`src/hdl/sclfr_pkg.sv`:
```
`default_nettype none
// ----------------------------------------------------------------------------
// sclfr_pkg
// Shared types and constants of the length-prefixed frame receiver: result
// codes, the descriptor that passes from the byte front end to the dump
// engine, and the state type of the dump engine.
// ----------------------------------------------------------------------------
package sclfr_pkg;

    // Default frame buffer depth in bytes (one bank)
    localparam int BUF_DEPTH_DEF = 64;

    // Frame length field in a descriptor; covers depths up to 511
    localparam int LEN_W = 9;

    // Preamble and framing
    localparam logic [7:0] PRE0      = 8'hBB;
    localparam logic [7:0] PRE1      = 8'h00;
    localparam int         PRE_BYTES = 2;   // bytes held when the preamble is checked
    localparam int         HDR_BYTES = 8;   // bytes held when the length is known
    localparam int         FRAME_OVH = 10;  // header plus checksum bytes

    // Result kind carried in tuser
    typedef enum logic [1:0] {
        ST_GOOD = 2'd0,
        ST_CSUM = 2'd1,
        ST_LONG = 2'd2
    } status_t;

    // One finished frame or error, front end to dump engine
    typedef struct packed {
        status_t          status;
        logic             bank;
        logic [LEN_W-1:0] len;
    } desc_t;

    // Bank handed back by the dump engine
    typedef struct packed {
        logic valid;
        logic bank;
    } rel_t;

    typedef enum logic [1:0] {
        BK_IDLE,
        BK_READ,
        BK_DATA,
        BK_ERROR
    } back_state_t;

endpackage
`default_nettype wire

```
`src/hdl/sclfr_front.sv`:
```
`default_nettype none
// ----------------------------------------------------------------------------
// sclfr_front
// Byte front end: hunts for the preamble, reads the length, keeps the running
// sum and checks the trailing checksum. Writes bytes into the bank it owns and
// posts one descriptor per finished frame or error.
// ----------------------------------------------------------------------------
module sclfr_front #(
    parameter int BUFFER_DEPTH = sclfr_pkg::BUF_DEPTH_DEF
) (
    input  wire logic                         aclk,
    input  wire logic                         aresetn,
    input  wire logic                         s_tvalid,
    output logic                              s_tready,
    input  wire logic [7:0]                   s_tdata,
    output logic                              wr_en,
    output logic [$clog2(BUFFER_DEPTH):0]     wr_addr,
    output logic [7:0]                        wr_data,
    output logic                              push,
    output sclfr_pkg::desc_t                  push_desc,
    input  wire logic                         q_full,
    input  sclfr_pkg::rel_t                   rel
);
    import sclfr_pkg::*;

    localparam int ADDR_W = $clog2(BUFFER_DEPTH);
    localparam int CNT_W  = $clog2(BUFFER_DEPTH + 1);

    logic [CNT_W-1:0]  cnt_reg, cnt_next;
    logic [15:0]       sum_reg, sum_next;
    logic [CNT_W-1:0]  exp_reg, exp_next;
    logic [7:0]        prev_reg, prev_next;
    logic              wbank_reg, wbank_next;
    logic [1:0]        busy_reg, busy_next;

    logic              accept;
    logic [CNT_W-1:0]  cnt_inc;
    logic [15:0]       sum_add;
    logic              pre_bad;
    logic [16:0]       tot;
    logic [15:0]       body;
    logic [15:0]       given;
    logic [ADDR_W-1:0] wr_idx;

    // Stall while the queue is full or the bank is still being dumped
    assign s_tready = !q_full && !busy_reg[wbank_reg];
    assign accept   = s_tvalid && s_tready;

    assign cnt_inc = cnt_reg + CNT_W'(1);
    assign sum_add = sum_reg + 16'(s_tdata);
    assign pre_bad = (prev_reg != PRE0) || (s_tdata != PRE1);
    assign tot     = 17'({s_tdata, prev_reg}) + 17'(FRAME_OVH);
    // sum of all bytes before the two checksum bytes
    assign body    = sum_reg - 16'(prev_reg);
    assign given   = {s_tdata, prev_reg};

    assign wr_en   = accept;
    assign wr_addr = {wbank_reg, wr_idx};
    assign wr_data = s_tdata;

    always_comb begin
        cnt_next   = cnt_reg;
        sum_next   = sum_reg;
        exp_next   = exp_reg;
        prev_next  = prev_reg;
        wbank_next = wbank_reg;
        busy_next  = busy_reg;
        wr_idx     = cnt_reg[ADDR_W-1:0];
        push       = 1'b0;
        push_desc  = '{status: ST_GOOD, bank: wbank_reg, len: LEN_W'(cnt_inc)};

        if (rel.valid) begin
            busy_next[rel.bank] = 1'b0;
        end

        if (accept) begin
            prev_next = s_tdata;
            cnt_next  = cnt_inc;
            sum_next  = sum_add;
            if (cnt_inc == CNT_W'(PRE_BYTES)) begin
                if (pre_bad) begin
                    // slide: new byte becomes the first byte
                    cnt_next = CNT_W'(1);
                    wr_idx   = '0;
                end else begin
                    sum_next = 16'(PRE0) + 16'(PRE1);
                end
            end else if (cnt_inc == CNT_W'(HDR_BYTES)) begin
                exp_next = tot[CNT_W-1:0];
                if (tot > 17'(BUFFER_DEPTH)) begin
                    push             = 1'b1;
                    push_desc.status = ST_LONG;
                    cnt_next         = '0;
                    sum_next         = '0;
                end
            end else if (cnt_inc >= CNT_W'(FRAME_OVH) && cnt_inc == exp_reg) begin
                push     = 1'b1;
                cnt_next = '0;
                sum_next = '0;
                if (body == given) begin
                    wbank_next          = !wbank_reg;
                    busy_next[wbank_reg] = 1'b1;
                end else begin
                    push_desc.status = ST_CSUM;
                end
            end
        end
    end

    always_ff @(posedge aclk) begin
        if (!aresetn) begin
            cnt_reg   <= '0;
            sum_reg   <= '0;
            exp_reg   <= '0;
            wbank_reg <= 1'b0;
            busy_reg  <= '0;
        end else begin
            cnt_reg   <= cnt_next;
            sum_reg   <= sum_next;
            exp_reg   <= exp_next;
            wbank_reg <= wbank_next;
            busy_reg  <= busy_next;
        end
    end

    always_ff @(posedge aclk) begin
        prev_reg <= prev_next;
    end

    // A frame always closes before the bank fills
    a_cnt_below_depth: assert property (@(posedge aclk) disable iff (!aresetn)
        cnt_reg < CNT_W'(BUFFER_DEPTH))
        else $error("front: byte count reached buffer depth");

    a_push_not_full: assert property (@(posedge aclk) disable iff (!aresetn)
        push |-> !q_full)
        else $error("front: descriptor posted into a full queue");

endmodule
`default_nettype wire

```
`src/hdl/sclfr_queue.sv`:
```
`default_nettype none
// ----------------------------------------------------------------------------
// sclfr_queue
// Two-entry descriptor queue between the byte front end and the dump engine.
// ----------------------------------------------------------------------------
module sclfr_queue (
    input  wire logic        aclk,
    input  wire logic        aresetn,
    input  wire logic        push,
    input  sclfr_pkg::desc_t push_desc,
    output logic             full,
    input  wire logic        pop,
    output sclfr_pkg::desc_t pop_desc,
    output logic             empty
);
    import sclfr_pkg::*;

    desc_t       ent_reg [2];
    logic        wptr_reg, wptr_next;
    logic        rptr_reg, rptr_next;
    logic [1:0]  cnt_reg, cnt_next;

    assign full     = (cnt_reg == 2'd2);
    assign empty    = (cnt_reg == 2'd0);
    assign pop_desc = ent_reg[rptr_reg];

    always_comb begin
        wptr_next = wptr_reg;
        rptr_next = rptr_reg;
        cnt_next  = cnt_reg;
        if (push) begin
            wptr_next = !wptr_reg;
        end
        if (pop) begin
            rptr_next = !rptr_reg;
        end
        case ({push, pop})
            2'b10:   cnt_next = cnt_reg + 2'd1;
            2'b01:   cnt_next = cnt_reg - 2'd1;
            default: cnt_next = cnt_reg;
        endcase
    end

    always_ff @(posedge aclk) begin
        if (!aresetn) begin
            wptr_reg <= 1'b0;
            rptr_reg <= 1'b0;
            cnt_reg  <= '0;
        end else begin
            wptr_reg <= wptr_next;
            rptr_reg <= rptr_next;
            cnt_reg  <= cnt_next;
        end
    end

    always_ff @(posedge aclk) begin
        if (push) begin
            ent_reg[wptr_reg] <= push_desc;
        end
    end

    a_pop_not_empty: assert property (@(posedge aclk) disable iff (!aresetn)
        pop |-> !empty)
        else $error("queue: pop from an empty queue");

endmodule
`default_nettype wire

```
`src/hdl/sclfr_back.sv`:
```
`default_nettype none
// ----------------------------------------------------------------------------
// sclfr_back
// Dump engine: holds the two-bank frame buffer, takes descriptors from the
// queue and plays a good frame out byte by byte, or one error beat.
// ----------------------------------------------------------------------------
module sclfr_back #(
    parameter int BUFFER_DEPTH = sclfr_pkg::BUF_DEPTH_DEF
) (
    input  wire logic                         aclk,
    input  wire logic                         aresetn,
    input  wire logic                         wr_en,
    input  wire logic [$clog2(BUFFER_DEPTH):0] wr_addr,
    input  wire logic [7:0]                   wr_data,
    input  wire logic                         q_empty,
    input  sclfr_pkg::desc_t                  q_desc,
    output logic                              pop,
    output sclfr_pkg::rel_t                   rel,
    output logic                              m_tvalid,
    input  wire logic                         m_tready,
    output logic [15:0]                       m_tdata,
    output logic [1:0]                        m_tuser,
    output logic                              m_tlast
);
    import sclfr_pkg::*;

    localparam int ADDR_W = $clog2(BUFFER_DEPTH);
    localparam int CNT_W  = $clog2(BUFFER_DEPTH + 1);

    logic [7:0]        mem [2**(ADDR_W+1)];
    logic [7:0]        rd_data_reg;
    logic [ADDR_W:0]   rd_addr;

    back_state_t       state_reg, state_next;
    desc_t             desc_reg;
    logic [ADDR_W-1:0] idx_reg;
    logic              last_beat;
    logic              beat_done;

    assign rd_addr   = {desc_reg.bank, idx_reg};
    assign last_beat = (CNT_W'(idx_reg) + CNT_W'(1)) == desc_reg.len[CNT_W-1:0];
    assign beat_done = (state_reg == BK_DATA) && m_tready;

    always_ff @(posedge aclk) begin
        if (wr_en) begin
            mem[wr_addr] <= wr_data;
        end
        rd_data_reg <= mem[rd_addr];
    end

    always_comb begin
        state_next = state_reg;
        unique case (state_reg)
            BK_IDLE: begin
                if (!q_empty) begin
                    state_next = (q_desc.status == ST_GOOD) ? BK_READ : BK_ERROR;
                end
            end
            BK_READ: begin
                state_next = BK_DATA;
            end
            BK_DATA: begin
                if (m_tready) begin
                    state_next = last_beat ? BK_IDLE : BK_READ;
                end
            end
            BK_ERROR: begin
                if (m_tready) begin
                    state_next = BK_IDLE;
                end
            end
            default: state_next = BK_IDLE;
        endcase
    end

    always_comb begin
        pop       = 1'b0;
        m_tvalid  = 1'b0;
        m_tdata   = '0;
        m_tuser   = ST_GOOD;
        m_tlast   = 1'b0;
        rel.valid = 1'b0;
        rel.bank  = desc_reg.bank;
        unique case (state_reg)
            BK_IDLE: begin
                pop = !q_empty;
            end
            BK_READ: begin
            end
            BK_DATA: begin
                m_tvalid  = 1'b1;
                m_tdata   = {2'b00, 6'(idx_reg), rd_data_reg};
                m_tlast   = last_beat;
                rel.valid = m_tready && last_beat;
            end
            BK_ERROR: begin
                m_tvalid = 1'b1;
                m_tuser  = desc_reg.status;
                m_tlast  = 1'b1;
            end
            default: begin
            end
        endcase
    end

    always_ff @(posedge aclk) begin
        if (!aresetn) begin
            state_reg <= BK_IDLE;
        end else begin
            state_reg <= state_next;
        end
    end

    always_ff @(posedge aclk) begin
        if (pop) begin
            desc_reg <= q_desc;
            idx_reg  <= '0;
        end else if (beat_done && !last_beat) begin
            idx_reg  <= idx_reg + ADDR_W'(1);
        end
    end

    a_error_beat_shape: assert property (@(posedge aclk) disable iff (!aresetn)
        (m_tvalid && m_tuser != ST_GOOD) |-> (m_tlast && m_tdata == '0))
        else $error("back: error beat without last or with data");

endmodule
`default_nettype wire

```
`src/hdl/sync_length_checksum_frame_receiver_core.sv`:
```
`default_nettype none
// ----------------------------------------------------------------------------
// sync_length_checksum_frame_receiver_core
// Receives bytes, finds preamble-framed, length-prefixed frames with a 16-bit
// additive checksum, and replays good frames byte by byte or reports errors.
// ----------------------------------------------------------------------------
//
//  Channel | Dir | tdata (low bit up)              | tuser        | tlast
//  --------+-----+---------------------------------+--------------+------------
//  s_      | in  | rx_byte[7:0]                    | -            | -
//  m_      | out | frame_byte[7:0], byte_index[5:0] | status[1:0] | last
//
//  Pace: the front end takes one byte per cycle while s_tready is high. A good
//  frame plays out one beat at a time (buffer read, then the output register);
//  an error result is one beat. The single read port of the frame buffer sets
//  the output pace.
//  Stalls: s_tready drops while the descriptor queue is full or while the
//  bank the front end is filling is still being dumped. Two banks let the
//  next frame arrive while the previous one drains.
//  Reset: aresetn is synchronous; the frame buffer is not cleared, as only
//  bytes of the current frame are ever read.
//
module sync_length_checksum_frame_receiver_core #(
    parameter int BUFFER_DEPTH = sclfr_pkg::BUF_DEPTH_DEF
) (
    input  wire logic        aclk,
    input  wire logic        aresetn,
    // input byte beats
    input  wire logic        s_tvalid,
    output logic             s_tready,
    input  wire logic [7:0]  s_tdata,    // rx_byte[7:0]
    // result beats
    output logic             m_tvalid,
    input  wire logic        m_tready,
    output logic [15:0]      m_tdata,    // frame_byte[7:0], byte_index[13:8], zeros
    output logic [1:0]       m_tuser,    // status[1:0]
    output logic             m_tlast
);
    import sclfr_pkg::*;

    localparam int ADDR_W = $clog2(BUFFER_DEPTH);

    // buffer write port, front end to dump engine
    logic              wr_en;
    logic [ADDR_W:0]   wr_addr;
    logic [7:0]        wr_data;

    // descriptor queue
    logic              q_push;
    desc_t             q_push_desc;
    logic              q_full;
    logic              q_pop;
    desc_t             q_pop_desc;
    logic              q_empty;

    // bank hand-back
    rel_t              rel;

    // Classify bytes, check framing and checksum, fill the current bank
    sclfr_front #(
        .BUFFER_DEPTH (BUFFER_DEPTH)
    ) u_front (
        .aclk      (aclk),
        .aresetn   (aresetn),
        .s_tvalid  (s_tvalid),
        .s_tready  (s_tready),
        .s_tdata   (s_tdata),
        .wr_en     (wr_en),
        .wr_addr   (wr_addr),
        .wr_data   (wr_data),
        .push      (q_push),
        .push_desc (q_push_desc),
        .q_full    (q_full),
        .rel       (rel)
    );

    // Hold finished-frame descriptors so each side can stall on its own
    sclfr_queue u_queue (
        .aclk      (aclk),
        .aresetn   (aresetn),
        .push      (q_push),
        .push_desc (q_push_desc),
        .full      (q_full),
        .pop       (q_pop),
        .pop_desc  (q_pop_desc),
        .empty     (q_empty)
    );

    // Dump good frames from the buffer, emit error beats
    sclfr_back #(
        .BUFFER_DEPTH (BUFFER_DEPTH)
    ) u_back (
        .aclk      (aclk),
        .aresetn   (aresetn),
        .wr_en     (wr_en),
        .wr_addr   (wr_addr),
        .wr_data   (wr_data),
        .q_empty   (q_empty),
        .q_desc    (q_pop_desc),
        .pop       (q_pop),
        .rel       (rel),
        .m_tvalid  (m_tvalid),
        .m_tready  (m_tready),
        .m_tdata   (m_tdata),
        .m_tuser   (m_tuser),
        .m_tlast   (m_tlast)
    );

endmodule
`default_nettype wire

```
`config.mk`:
```
export PLATFORM = sky130hd
export DESIGN_NAME = sync_length_checksum_frame_receiver_core
export DESIGN_NICKNAME = d
export VERILOG_FILES = /design/src/hdl/sclfr_pkg.sv /design/src/hdl/sclfr_front.sv /design/src/hdl/sclfr_queue.sv /design/src/hdl/sclfr_back.sv /design/src/hdl/sync_length_checksum_frame_receiver_core.sv
export SDC_FILE = /design/constraint.sdc
export NUM_CORES = 1
export LEC_CHECK = 0
export ABC_AREA = 0
export BUFFER_PORTS_ARGS = -buffer_cell sky130_fd_sc_hd__buf_2
export CAP_MARGIN = 15
export CORE_MARGIN = 1.5
export CORE_UTILIZATION = 65
export CTS_BUF_LIST = sky130_fd_sc_hd__clkbuf_8
export DETAILED_ROUTE_END_ITERATION = 10
export GPL_TIMING_DRIVEN = 0
export PLACE_DENSITY = 0.77
export SLEW_MARGIN = 20
export SYNTH_ARGS = -nofsm -noshare
export SYNTH_HDL_FRONTEND = slang
export SYNTH_SLANG_ARGS = --single-unit
```
`constraint.sdc`:
```
create_clock -name aclk -period 5.8 [get_ports aclk]
set_input_delay 0 -clock aclk [delete_from_list [all_inputs] [get_ports aclk]]
set_output_delay 0 -clock aclk [all_outputs]
set_load 0.05 [all_outputs]
```
==> metrics.cfg <==
[worst_setup_path]
critical_path.max_fanout=10
reg2reg_depth=8
startpoint=u_front.cnt_reg[0]
critPathMaxStageDelay_ns=0.86
r2r_start=u_front.cnt_reg[0]
cp.arrival_ns=5.65
crit_family=simple AND/OR/NAND/NOR gates
r2r_end=u_back.mem[88][4]
cp.depth=8
rrSetupSlack_ns=0.58
path_buf_inv=2
worst_path_max_delay_cell=nor3b_1
cp.required_ns=6.23
worstSetupPathType=reg2reg
critical_path.endpoint=u_back.mem[88][4]
end_kind=flop
crit_chain=clkbuf_1, nand3_1, xor2_1, nand2_1, nor3b_1, o21ai_0, clkbuf_2, nor2_1
startpoint_type=flop

[die]
num_rows=96
io_pins=33
die_h_um=266
die_x_um=266
die_area_um2=70800
initial_core_util=0.656
core-area_um2=68600

[sta]
hold_ws_ns=0.0588
clock.fmax_ghz=0.191
finalHoldViolations=0
setup_slack_ns=0.575
rsz0062_at_grt=no
finalSetupViolations=0
period_minus_slack_ns=5.22
timing.final.crit_share=0.901
relSlewSlack=0.236
clock_skew_ns=0.0522
tightest_slew_ns=1.15
slew_violations=0
tns_ns=0

[pwr]
max-vdd-ir-drop_uv=269
p_per_area_nw_per_um2=375
total_leakage_power_nw=15.6

[grt]
grt_max_degree=103
grtUsageTotal=0.315
grt-ovfl-total=0
grt_pass1_vias=23800
grt_pass1_wl_mm=157
antenna_found_initial=6

[finish]
area_growth_pct=11.1
layout_common_cells=edfxtp_1 (1062), mux4_2 (336), clkbuf_8 (178)
instances_no_fill=3518
drive_gt1_frac=0.256
final_net_count=2487
fillers=3921
final_common_cell=edfxtp_1
largest_reg_flops=1024
seqCellArea_um2=33000
multiInputGateArea_um2=11600

[yosys]
async_flop_share=0
synth_edf_count=1062
netlist_instances=2219
synth-simple-area-share=0.0420
yosys_warnings=0
syn_area_um2=45000
synth_compound_area_frac=0.0185
synthFlopType=edfxtp_1
synth_top_family_by_area=multiplexers
muxShareOfSynthArea=0.175
synth-xor-area-share=0.0118
ys_seq_area_frac=0.733
yosysUniqueCellTypes=72
ys_ff_latch=1116
synth.avg_cell_area_um2=20.3
synth_fa_ha_area_frac=0.00728

[place]
place.port_buffers=30
place_congestion=0.918
place_inst=3197
pre_cts_ws_ns=0.804
dp_hpwl_mm=71.0

[clocking]
clk_pin_slew_ns=0.06
cts-root-buf=clkbuf_8
post_cts_resized=0
cts_max_path_buffers=3
clkSinkCount=1116
clk_latency_ns=0.83
h-tree-depth=4
numCtsBuffers=169
post_cts_buffers=0
cts_tree=done

[flow_run]
drv_cap=0

[detailed_routing]
drtIter0Drc=3364
drt-vias-per-instance=6.73
wl_mm=107
drcViolationCount=0
num_vias=23700
drt_pass1_iterations=6
wl_per_cell_um=30.5
antenna_left=0

[hold_path]
min_path_type=in2reg
hold_depth=4

[outcome]
status=completed

==> cell type report <==
cell class                 instances  area share
multi-input combinational        960       0.232
buffer                           120     0.00984
inverter                          24     0.00180
antenna                            1   0.0000501
clock inverter                   129      0.0123
tap                              931      0.0233
clock buffer                     178      0.0490
timing repair buffer              59      0.0123
sequential                      1116       0.660
==> worst register-to-register path: stages, from the launching register on <==
cell      delay, ns
dfxtp_1        0.40
clkbuf_1       0.36
nand3_1        0.50
xor2_1         0.56
nand2_1        0.16
nor3b_1        0.86
o21ai_0        0.57
clkbuf_2       0.60
nor2_1         0.82
==> logic make-up (layout without fill, tap and decap cells) <==
| logic type | count (synthesis) | after routing |
|---|---|---|
| flops | 1116 | 1116 |
| fa+ha+maj | 25 | 25 |
| mux | 365 | 365 |
| simple gates | 391 | 391 |
| xor+xnor | 56 | 56 |
| compound gates | 121 | 121 |
| buf+inv | 144 | 510 |
| other cells | 1 | 3 |
==> routing by layer <==
| layer | vias to the layer above | global-route usage | wire, um | part of all wire |
|---|---|---|---|---|
| met5 | - | 0 | 27 | 0.00025 |
| met4 | 4 | 0.118 | 3820 | 0.036 |
| met3 | 236 | 0.0704 | 12200 | 0.11 |
| met2 | 1611 | 0.492 | 51800 | 0.48 |
| met1 | 12200 | 0.445 | 39600 | 0.37 |
| li1 | 9678 | - | - | - |
==> cell usage after synthesis, drive strengths merged (3+ instances only) <==
cell type,instances,area [um2]
edfxtp,1062,31900
mux4,336,7570
nor2,161,604
clkbuf,82,308
nand2,55,209
dfxtp,54,1080
buf,38,163
nor3,35,175
xnor2,30,263
nand3,25,125
o21ai,25,125
ha,23,288
inv,23,86.3
xor2,23,201
nor2b,22,138
mux2,20,225
and2,19,119
a21oi,16,80.1
and3,13,81.3
or3,12,75.1
a31oi,9,56.3
mux2i,9,90.1
nor4,9,56.3
o22ai,9,56.3
nand4,8,50.1
o31ai,8,60.1
a21boi,7,52.6
nand2b,7,43.8
o21a,6,45.0
nor3b,5,37.5
nor4b,4,50.1
o211a,4,40.0
or4,4,30.0
a211oi,3,22.5
a22oi,3,22.5
a311oi,3,26.3
nand3b,3,22.5
o2111ai,3,26.3
o211ai,3,22.5
o41ai,3,26.3
or2,3,18.8
==> where the power goes <==
part	leakage (nW)	switching [mW]	internal, mW
Combinational	3.80	2.14	1.77
Sequential	9.99	0.0386	8.88
Clock	1.79	3.02	2.87
Total	15.6	5.20	13.5
==> worst min-delay path by stage <==
stage / start / to
floorplan: s_tdata[0] / u_back.mem[0][0]
global placement: m_tready / u_back.state_reg[1]
detailed placement: m_tready / u_back.state_reg[1]
CTS: m_tready / u_back.state_reg[1]
global route: m_tready / u_back.state_reg[1]
finish: m_tready / u_back.state_reg[1]
==> per-stage QoR <==
step	power, mW	cell area, um2	util
after floorplan	11.6	45000	-
after global placement	12.9	46300	0.675
after detailed placement	12.9	46800	0.682
after CTS	18.7	49900	0.728
after global routing	19.2	50000	0.729
final	18.7	50000	0.729
==> timing repair <==
action,in CTS,in global routing
endpoints found under the hold margin,1074,0
endpoints found under the setup margin,0,0
hold buffers,11,0
No activity file was read; power rests on OpenSTA's default activity.
